File: src/design/tvmp_fifo.sv
// Short request queue between the front and back parts of the block.
// Self-contained; holds packed requests in a small register array.
`timescale 1ns / 1ps

module tvmp_fifo #(
  parameter int W     = 8,
  parameter int DEPTH = 4
) (
  input  logic                         clk_i,
  input  logic                         rst_ni,
  input  logic                         push_i,
  input  logic [W-1:0]                 push_data_i,
  input  logic                         pop_i,
  output logic                         valid_o,
  output logic [W-1:0]                 data_o,
  output logic [$clog2(DEPTH+1)-1:0]   count_o
);

  localparam int PW = $clog2(DEPTH);
  localparam int CW = $clog2(DEPTH + 1);

  logic [W-1:0]  mem [DEPTH];
  logic [PW-1:0] wr_ptr_q, rd_ptr_q;
  logic [CW-1:0] count_q, count_d;

  always_comb begin
    case ({push_i, pop_i})
      2'b10:   count_d = count_q + CW'(1);
      2'b01:   count_d = count_q - CW'(1);
      default: count_d = count_q;
    endcase
  end

  always_ff @(posedge clk_i or negedge rst_ni) begin
    if (!rst_ni) begin
      wr_ptr_q <= '0;
      rd_ptr_q <= '0;
      count_q  <= '0;
    end else begin
      count_q <= count_d;
      if (push_i) begin
        wr_ptr_q <= (wr_ptr_q == PW'(DEPTH - 1)) ? '0 : wr_ptr_q + PW'(1);
      end
      if (pop_i) begin
        rd_ptr_q <= (rd_ptr_q == PW'(DEPTH - 1)) ? '0 : rd_ptr_q + PW'(1);
      end
    end
  end

  always_ff @(posedge clk_i) begin
    if (push_i) begin
      mem[wr_ptr_q] <= push_data_i;
    end
  end

  assign data_o  = mem[rd_ptr_q];
  assign valid_o = (count_q != '0);
  assign count_o = count_q;

endmodule

File: config.mk
export PLATFORM = sky130hd
export DESIGN_NAME = tvmp_fifo
export DESIGN_NICKNAME = d
export VERILOG_FILES = /design/src/design/tvmp_fifo.sv
export SDC_FILE = /design/constraint.sdc
export NUM_CORES = 1
export LEC_CHECK = 0
export BUFFER_PORTS_ARGS = -buffer_cell sky130_fd_sc_hd__buf_2
export CORE_MARGIN = 2
export CORE_UTILIZATION = 40
export CTS_CLUSTER_DIAMETER = 50
export DETAILED_ROUTE_END_ITERATION = 12
export HOLD_SLACK_MARGIN = 0.03
export SETUP_SLACK_MARGIN = 0.15
export SYNTH_ARGS = -nofsm -noshare
export SYNTH_HDL_FRONTEND = slang
export SYNTH_SLANG_ARGS = --single-unit
File: constraint.sdc
create_clock -name clk_i -period 1.4 [get_ports clk_i]
set_input_delay 0.14 -clock clk_i [delete_from_list [all_inputs] [get_ports clk_i]]
set_output_delay 0.14 -clock clk_i [all_outputs]
set_load 0.03 [all_outputs]
==> impl_metrics.toml <==
[run_status]
status = "finished, violations left"
violations = "setup timing"

[placed_design]
dp_cells = 154
gp_congestion = 0.652
dpl.hpwl_mm = 1.72
portBuffers = 23

[worst_hold_path]
hold_class = "in2reg"
holdCritStartpoint = "push_data_i[2]"

[power_and_ir_drop]
leakage_nw = 0.783
power_density_mw_per_mm2 = 2200
seqPwrFrac_pct = 37.3
vdd_ir_drop_max_v = 0.000972
clkPwrFrac_pct = 20.4
switching_share_pct = 32.8
total_power_mw = 4.59
p_switching_mw = 1.51
comb_power_share_pct = 42.3
internal_power_mw = 3.08

[grt]
grt_pass1_wl_mm = 4.04
grt_max_degree = 15
gr-usage-met2_pct = 22.6
grt_busiest_layer = "met2"
track_usage_pct = 13.2
grt_overflow = 0
antenna_found_initial = 0
met3_usage_pct = 4.60
gr-usage-met1_pct = 15.2
grt_pass1_vias = 819

[cells_and_area]
drive_gt1_share_pct = 57.3
final_cell_mix = "edfxtp_1, buf_2, buf_6, mux4_2, clkbuf_8"
postLayoutCoreUtil_pct = 56.1
area_growth_syn_to_layout_pct = 33.9
fillers = 313
final_common_cell = "edfxtp_1"
num-nets-final = 135
final_cells = 165
diodes = 0

[cts]
clkLatencyLatePin_ns = 0.29
cts-buffers-inserted = 5
path_clk_slew_ns = 0.08
cts_tree = "done"
clockBufferDepth = 2
cts_root_buffer = "clkbuf_8"
h-tree-depth = 2
clock-sinks = 39

[route]
initialDrtViolationCount = 25
routedWlPerCell_um = 15.1
ant_nets = 0
avgViaCountPerCell = 4.74
routed_wl_mm = 2.50
via_count = 782
dr.pass1.iters = 2
drc = 0

[worst_setup_path]
start_kind = "flop"
critical_path_class = "reg2out"
cp.arrival_ns = 1.50
end_kind = "output pin"
required_ns = 1.26
cpMaxStageDelayCell = "mux4_2"
r2r_start = "count_o[0]"
cpPeakStageDelay_ns = 0.50
crit_path_cell_trace = "buf_4, mux4_2, buf_6"
crit_start = "rd_ptr_q[0]"
crit_path_max_fanout = 3

[timing]
fin_crit_sh_pct = 117
fmax_ghz = 0.609
rsz0062_at_grt = "true"
clock_skew_ns = 0.00350
max_slew_margin_pct = 84.0
fin_crit_ns = 1.64
slew_viol_final = 0
worst_slack_ns = -0.242
hold_viol_final = 0
fin_setup_tns_ns = -1.89
tightest_slew_ns = 0.240
finalSetupViolCount = 9

[floorplanning]
core_area_mm2 = 0.00372
fp.dieW_um = 66.4
die_y_um = 66.4
io_pins = 24
dieArea_mm2 = 0.00441
initial_core_util_pct = 41.9
row_count = 22

[synthesis]
avgSynthCellArea_um2 = 20.5
synth_nets = 95
synthCells = 76
syn-cell-area_mm2 = 0.00156
ys_ff_latch = 39
synthDistinctLibCells = 17
yosys_warnings = 0
synth_seq_area_share_pct = 72.9

[flow_run]
max-cap-violations = 0
==> worst max-delay path, delay by kind of cell, from the launching register on <==
kind                   cells  cell delay [ns]
flip-flops                 1             0.40
buffers and inverters      2             0.31
multiplexers               1             0.50
==> worst paths after layout <==
kind / endpoint / slack [ns] / cells after the start
setup / recovery: data_o[6] / -0.24 / 3
hold / removal: mem[0][2] / 0.06 / 1
setup reg to reg: count_o[2] / 0.06 / 5
hold reg to reg: count_o[2] / 0.50 / 1
max in group asynchronous: rd_ptr_q[1] / 0.99 / 2
min in group asynchronous: count_o[2] / 0.23 / 2
==> synth_stat cells <==
| cell | n | area share (%) |
|---|---|---|
| nor2_1 | 2 | 0.48 |
| dfrtp_1 | 7 | 11 |
| xnor2_1 | 2 | 1.1 |
| fa_1 | 1 | 1.3 |
| or3_1 | 2 | 0.80 |
| mux2_2 | 3 | 2.2 |
| mux4_2 | 8 | 12 |
| ha_1 | 6 | 4.8 |
| buf_6 | 1 | 0.72 |
| xor2_1 | 1 | 0.56 |
| o21ai_0 | 2 | 0.64 |
| nand2_1 | 1 | 0.24 |
| buf_2 | 1 | 0.32 |
| inv_2 | 1 | 0.24 |
| inv_1 | 2 | 0.48 |
| and2_1 | 4 | 1.6 |
| edfxtp_1 | 32 | 62 |
==> layout make-up <==
| cell class | count | area, um2 | area share, % |
|---|---|---|---|
| timing repair buffer | 35 | 317 | 15.2 |
| clock inverter | 3 | 46.3 | 2.22 |
| clock buffer | 5 | 68.8 | 3.30 |
| sequential | 39 | 1140 | 54.6 |
| inverter | 3 | 11.3 | 0.540 |
| tap | 48 | 60.1 | 2.88 |
| multi-input combinational | 32 | 443 | 21.2 |
==> cells by family (layout without fill, tap and decap cells) <==
| kind of cell | after synthesis | in the layout | share of synthesized area [%] |
|---|---|---|---|
| buf+inv | 5 | 46 | 1.77 |
| simple gates | 9 | 9 | 3.13 |
| fa+ha+maj | 7 | 7 | 6.10 |
| flops | 39 | 39 | 72.9 |
| compound gates | 2 | 2 | 0.643 |
| xor+xnor | 3 | 3 | 1.69 |
| mux | 11 | 11 | 13.7 |
==> registers in the layout, summed over array words and instances, names as in the netlist <==
signal	count
wr_ptr_q	2
rd_ptr_q	2
count_o	3
mem	32
==> routing by layer <==
layer	routed length, um	part of all wire, %
met1	967	39
met2	1390	56
met3	110	4.4
met4	29	1.2
met5	0	0
==> power groups by stage <==
stage | registers, mW | clock network, mW | logic (mW)
after floorplan | 1.74 | 0 | 1.03
after global placement | 1.72 | 0 | 1.53
after detailed placement | 1.73 | 0 | 1.55
after CTS | 1.71 | 0.955 | 1.74
after global routing | 1.75 | 1.01 | 2.09
final | 1.71 | 0.936 | 1.94
==> repair_timing <==
| action | 4_1_cts | 5_1_grt |
|---|---|---|
| setup endpoints to repair | 25 | 38 |
| hold endpoints to repair | 7 | 0 |
| buffers inserted | 1 | 1 |
| resized for setup | 16 | 21 |
| pin swaps | 0 | 5 |
| hold buffers | 1 | 0 |
==> per-stage QoR <==
step / hold WS [ns] / setup slack [ns] / cell area, um2
after global routing: 0.0507 / -0.314 / 2090
after CTS: 0.0491 / -0.281 / 2000
final: 0.0573 / -0.242 / 2090
after floorplan: -0.156 / 0.0988 / 1560
after detailed placement: -0.0121 / 0.0286 / 1830
after global placement: -0.0188 / 0.0545 / 1830
(Power assumes the default switching activity.)
