## config.mk

```make
export PLATFORM = sky130hd
export DESIGN_NAME = tvmp_regs
export DESIGN_NICKNAME = d
export VERILOG_FILES = /design/src/design/tvmp_pkg.sv /design/src/design/tvmp_regs.sv
export SDC_FILE = /design/constraint.sdc
export NUM_CORES = 1
export LEC_CHECK = 0
export BUFFER_PORTS_ARGS = -buffer_cell sky130_fd_sc_hd__buf_2
export CAP_MARGIN = 30
export CELL_PAD_IN_SITES_DETAIL_PLACEMENT = 1
export CELL_PAD_IN_SITES_GLOBAL_PLACEMENT = 1
export CORE_MARGIN = 2
export CORE_UTILIZATION = 33
export DETAILED_ROUTE_END_ITERATION = 16
export GPL_TIMING_DRIVEN = 1
export PLACE_DENSITY_LB_ADDON = 0.12
export SETUP_SLACK_MARGIN = 0.5
export SYNTH_ARGS = -nofsm -noshare
export SYNTH_HDL_FRONTEND = slang
export SYNTH_SLANG_ARGS = --single-unit
```

## constraint.sdc

```tcl
create_clock -name clk_i -period 1.19 [get_ports clk_i]
set_input_delay 0.1785 -clock clk_i [delete_from_list [all_inputs] [get_ports clk_i]]
set_output_delay 0.1785 -clock clk_i [all_outputs]
set_load 0.01 [all_outputs]
```

## src/design/tvmp_pkg.sv

```systemverilog
// Package for the mode-n tensor-times-vector product block.
// Holds register codes, fixed field widths and the structs passed between modules.
`timescale 1ns / 1ps

package tvmp_pkg;

  localparam int ADDR_WIDTH  = 4;
  localparam int LEFT_W      = 17;
  localparam int VLEN_W      = 11;
  localparam int RIGHT_W     = 13;
  localparam int LEFT_CNT_W  = 16;
  localparam int POS_WIDTH   = 28;
  localparam int QUEUE_DEPTH = 4;
  localparam int QCOUNT_W    = $clog2(QUEUE_DEPTH + 1);

  localparam logic [LEFT_W-1:0] LEFT_MAX = 17'd65536;

  typedef enum logic [1:0] {
    REG_LEFT_COUNT    = 2'd0,
    REG_VECTOR_LENGTH = 2'd1,
    REG_RIGHT_COUNT   = 2'd2
  } tvmp_reg_e;

  typedef struct packed {
    logic [LEFT_W-1:0]  left_count;
    logic [VLEN_W-1:0]  vector_length;
    logic [RIGHT_W-1:0] right_count;
  } tvmp_cfg_t;

  typedef struct packed {
    logic                 first;
    logic                 emit;
    logic                 last;
    logic [POS_WIDTH-1:0] pos;
  } tvmp_ctl_t;

endpackage

```

## src/design/tvmp_regs.sv

```systemverilog
// Configuration registers of the tensor-times-vector block behind an APB-style port.
// Depends on tvmp_pkg for register codes and the configuration struct.
`timescale 1ns / 1ps

module tvmp_regs
  import tvmp_pkg::*;
#(
  parameter int VECTOR_DEPTH = 1024,
  parameter int ROW_DEPTH    = 4096
) (
  input  logic                  clk_i,
  input  logic                  rst_ni,
  input  logic                  psel,
  input  logic                  penable,
  input  logic                  pwrite,
  input  logic [ADDR_WIDTH-1:0] paddr,
  input  logic [31:0]           pwdata,
  output logic [31:0]           prdata,
  output logic                  pready,
  output tvmp_cfg_t             cfg_o,
  output logic                  cfg_clear_o
);

  tvmp_cfg_t          cfg_q, cfg_d;
  logic               wr_en;
  logic [LEFT_W-1:0]  left_v;
  logic [VLEN_W-1:0]  vlen_v;
  logic [RIGHT_W-1:0] right_v;

  assign pready = 1'b1;
  assign wr_en  = psel && penable && pwrite;
  assign left_v  = pwdata[LEFT_W-1:0];
  assign vlen_v  = pwdata[VLEN_W-1:0];
  assign right_v = pwdata[RIGHT_W-1:0];

  always_comb begin
    cfg_d       = cfg_q;
    cfg_clear_o = 1'b0;
    if (wr_en) begin
      unique case (tvmp_reg_e'(paddr[3:2]))
        REG_LEFT_COUNT: begin
          cfg_clear_o = 1'b1;
          if (left_v == '0) begin
            cfg_d.left_count = LEFT_W'(1);
          end else if (left_v > LEFT_MAX) begin
            cfg_d.left_count = LEFT_MAX;
          end else begin
            cfg_d.left_count = left_v;
          end
        end
        REG_VECTOR_LENGTH: begin
          cfg_clear_o = 1'b1;
          if (vlen_v == '0) begin
            cfg_d.vector_length = VLEN_W'(1);
          end else if (32'(vlen_v) > 32'(VECTOR_DEPTH)) begin
            cfg_d.vector_length = VLEN_W'(VECTOR_DEPTH);
          end else begin
            cfg_d.vector_length = vlen_v;
          end
        end
        REG_RIGHT_COUNT: begin
          cfg_clear_o = 1'b1;
          if (right_v == '0) begin
            cfg_d.right_count = RIGHT_W'(1);
          end else if (32'(right_v) > 32'(ROW_DEPTH)) begin
            cfg_d.right_count = RIGHT_W'(ROW_DEPTH);
          end else begin
            cfg_d.right_count = right_v;
          end
        end
        default: begin
          cfg_clear_o = 1'b0;
        end
      endcase
    end
  end

  always_comb begin
    unique case (tvmp_reg_e'(paddr[3:2]))
      REG_LEFT_COUNT:    prdata = 32'(cfg_q.left_count);
      REG_VECTOR_LENGTH: prdata = 32'(cfg_q.vector_length);
      REG_RIGHT_COUNT:   prdata = 32'(cfg_q.right_count);
      default:           prdata = '0;
    endcase
  end

  always_ff @(posedge clk_i or negedge rst_ni) begin
    if (!rst_ni) begin
      cfg_q.left_count    <= LEFT_W'(1);
      cfg_q.vector_length <= VLEN_W'(1);
      cfg_q.right_count   <= RIGHT_W'(1);
    end else begin
      cfg_q <= cfg_d;
    end
  end

  assign cfg_o = cfg_q;

endmodule

```

==> flow_summary.yaml <==
yosys:
  synthesis.instances: 245
  synth-seq-cells: 41
  yosys_warns: 0
  synth.yosys.seq_area_share: 0.4485
  synth_area_per_cell_um2: 9.371
  synth.distinct_cells: 35
  syn_area_mm2: 0.002296
run_status:
  failed_checks: "hold timing, setup timing"
  status: "complete, but fails checks"
grt:
  groute.usage.overall: 0.2924
  gr-usage-met3: 0.04739
  grt_antenna_before_repair: 0
  vias_in_the_first_global_route: 2829
  gr-usage-met1: 0.3634
  grt_pass1_wl_mm: 16.44
  grt.met2_usage: 0.5117
  grt.busiest_layer: "met2"
  grt_overflow: 0
  grt_start_max_net_pins: 29
sta:
  slew_violations: 0
  finalCritPeriodShare: 1.217
  achievable-frequency_mhz: 690.8
  grt_setup_unrepaired: "true"
  postLayoutSetupSlackWorst_ns: -0.2577
  fin_skew_ns: 0
  timing.setup.tns_ns: -2.391
  fin_hold_ws_ns: -0.2017
  finalSetupViolations: 24
  timing.final.hold_violations: 10
  final.min_clock_period_ns: 1.448
layout:
  fraction_of_final_layout_cells_sized_beyond_drive_strength_1: 0.7209
  finish.instance_area_mm2: 0.004763
  largest_register_ff_count: 41
  highest_count_cells_in_the_layout_ignoring_fill_and_taps: "sky130_fd_sc_hd__buf_6, sky130_fd_sc_hd__buf_4, sky130_fd_sc_hd__buf_2"
  area_delta_synth_final_pct: 107.5
  n_antenna_cell: 0
  final_common_cell: "sky130_fd_sc_hd__buf_6"
  finish.net_count: 470
pwr:
  irDropWorstVdd_v: 0.0009913
  cellLeakagePower_nw: 2.222
  power-per-cell-area_mw_per_mm2: 1280
setup_path:
  setup.worst_path.end_class: "output port"
  setup.worst_path.start_class: "flip-flop"
  critical_path.reg2reg.startpoint: "cfg_o[3]"
  timing.reg2reg.setup_slack_ns: 0.04
  crit_arrival_ns: 1.27
  r2r_end: "cfg_o[3]"
  worst-setup-path-type: "flip-flop to output port"
  crit_fanout: 3
  worst_r2r_path_depth: 6
  cp.required_ns: 1.01
die:
  die-width_um: 87.41
  boundaryPins: 116
  placeable_core_region_mm2: 0.006756
  placement_rows: 30
  die_height_um: 87.41
  start_util: 0.3398
  design.die.area_mm2: 0.007641
routing:
  first_iter_violations: 158
  detail_route.first_pass.iterations: 4
  vias: 2734
  drc_errors: 0
  antenna_left: 0
  wl_per_cell_um: 26.97
  avgViaCountPerCell: 5.361
  routed_wl_mm: 13.76
job:
  max-cap-violations: 0
clock_network:
  clock_tree.buffer_depth: 2
  clk_latency_ns: 0.29
  tritoncts_clock_tree: "yes"
  tritoncts.num_buffers: 5
  clockRootBuffer: "sky130_fd_sc_hd__clkbuf_8"
  cts_htree_levels: 2
  cts_sinks: 41
  clkTransAtPathRegs_ns: 0.09
worst_hold_path:
  hold_path_class: "primary input to async pin"
place:
  placement.cell_area_mm2: 0.003039
  detailed_place_hpwl_mm: 5.856
  place.gp.congestion: 0.7818
  placement.io_buffers: 82
-- cells by family after synthesis --
kind of cell / after synthesis / share of synthesized area
flip-flops: 41 / 0.4485
AO/OA/AOI/OAI: 41 / 0.1095
multiplexers: 24 / 0.1052
buffers and inverters: 33 / 0.09482
adder cells (fa/ha/maj): 1 / 0.004904
AND/OR/NAND/NOR: 103 / 0.2338
other: 2 / 0.003271
-- critical path: stages (launching register included) --
cell and delay [ns]:
sky130_fd_sc_hd__dfrtp_1 0.44, sky130_fd_sc_hd__mux2i_2 0.30, sky130_fd_sc_hd__o21ai_1 0.09, sky130_fd_sc_hd__buf_2 0.14
-- area by class of cell --
| cell class | count | area (um2) |
|---|---|---|
| Inverter | 4 | 15.01 |
| Clock inverter | 1 | 30.03 |
| Multi-Input combinational cell | 187 | 1672 |
| Clock buffer | 7 | 86.33 |
| Tap cell | 80 | 100.1 |
| Timing Repair Buffer | 190 | 1828 |
| Sequential cell | 41 | 1032 |
| Fill cell | 670 | 1993 |
-- cells in the mapped netlist --
cell type | count | area, um2
sky130_fd_sc_hd__a21oi_1 | 8 | 40.04
sky130_fd_sc_hd__conb_1 | 2 | 7.510
sky130_fd_sc_hd__and2_1 | 5 | 31.28
sky130_fd_sc_hd__mux2_1 | 1 | 11.26
sky130_fd_sc_hd__nand2b_1 | 5 | 31.28
sky130_fd_sc_hd__nor2_1 | 12 | 45.04
sky130_fd_sc_hd__buf_4 | 19 | 142.6
sky130_fd_sc_hd__nand2_2 | 1 | 6.260
sky130_fd_sc_hd__a31oi_1 | 1 | 6.260
sky130_fd_sc_hd__nor2b_2 | 1 | 8.760
sky130_fd_sc_hd__buf_2 | 6 | 30.03
sky130_fd_sc_hd__and3_1 | 3 | 18.77
sky130_fd_sc_hd__maj3_2 | 1 | 11.26
sky130_fd_sc_hd__dfrtp_1 | 38 | 950.9
sky130_fd_sc_hd__a211oi_1 | 1 | 7.510
sky130_fd_sc_hd__nand4_2 | 1 | 12.51
sky130_fd_sc_hd__nor2_2 | 1 | 6.260
sky130_fd_sc_hd__nor4_4 | 3 | 63.81
sky130_fd_sc_hd__buf_6 | 2 | 22.52
sky130_fd_sc_hd__a21oi_2 | 10 | 87.58
sky130_fd_sc_hd__o31ai_1 | 1 | 7.510
sky130_fd_sc_hd__a21o_1 | 1 | 7.510
sky130_fd_sc_hd__nor3_4 | 1 | 16.27
sky130_fd_sc_hd__nand2_1 | 61 | 229.0
sky130_fd_sc_hd__dfstp_2 | 3 | 78.83
sky130_fd_sc_hd__nor4_1 | 1 | 6.260
sky130_fd_sc_hd__mux2i_1 | 23 | 230.2
sky130_fd_sc_hd__nand3_2 | 1 | 10.01
sky130_fd_sc_hd__o21ai_1 | 19 | 95.09
sky130_fd_sc_hd__nor3b_2 | 1 | 12.51
sky130_fd_sc_hd__nand3b_1 | 1 | 7.510
sky130_fd_sc_hd__nand3_1 | 4 | 20.02
sky130_fd_sc_hd__and3_4 | 1 | 11.26
sky130_fd_sc_hd__clkbuf_1 | 2 | 7.510
sky130_fd_sc_hd__inv_1 | 4 | 15.01
-- metrics by stage --
step           hold WS, ns  cells  worst slack (ns)    util  total power [mW]
2_1_floorplan      -0.1171    259           0.07920       -             2.609
3_3_place_gp        0.1204    427           -0.1520  0.4498             3.196
3_5_place_dp        0.1241    427           -0.2277  0.4498             3.235
4_1_cts            -0.1982    482           -0.1398  0.6220             5.275
5_1_grt            -0.1785    510           -0.2630  0.7050             6.299
6_report           -0.2017    510           -0.2577  0.7050             6.097
-- worst max path at each step --
stage                     cells after the start  slack [ns]  startpoint          to
after floorplan                               6        0.08    paddr[2]    cfg_o[5]
final                                         3       -0.26   cfg_o[34]  prdata[10]
after global routing                          3       -0.26   cfg_o[34]  prdata[10]
after global placement                        5       -0.15   pwdata[7]   cfg_o[24]
after detailed placement                      5       -0.23   pwdata[7]    cfg_o[8]
after CTS                                     3       -0.14   cfg_o[24]   prdata[0]
-- layer usage --
metal	part of all wire	wire length (um)
met5	0	0
met4	0.049	669
met3	0.050	692
met2	0.52	7099
met1	0.38	5293
-- report_power, final --
group / internal, mW / leakage [nW] / total, mW / switching (mW)
Combinational: 1.60 / 1.64 / 2.90 / 1.30
Sequential: 1.67 / 0.519 / 1.97 / 0.298
Clock: 0.686 / 0.0585 / 1.23 / 0.541
Total: 3.95 / 2.22 / 6.10 / 2.14
-- timing repair --
item                                   in CTS  in global routing
pin swaps                                  31                 34
buffers inserted                           43                 28
gates cloned                                4                  0
endpoints found under the hold margin      10                 10
setup endpoints to repair                 100                100
resized for setup                         153                 82
Power figures use the tool's default switching activity.
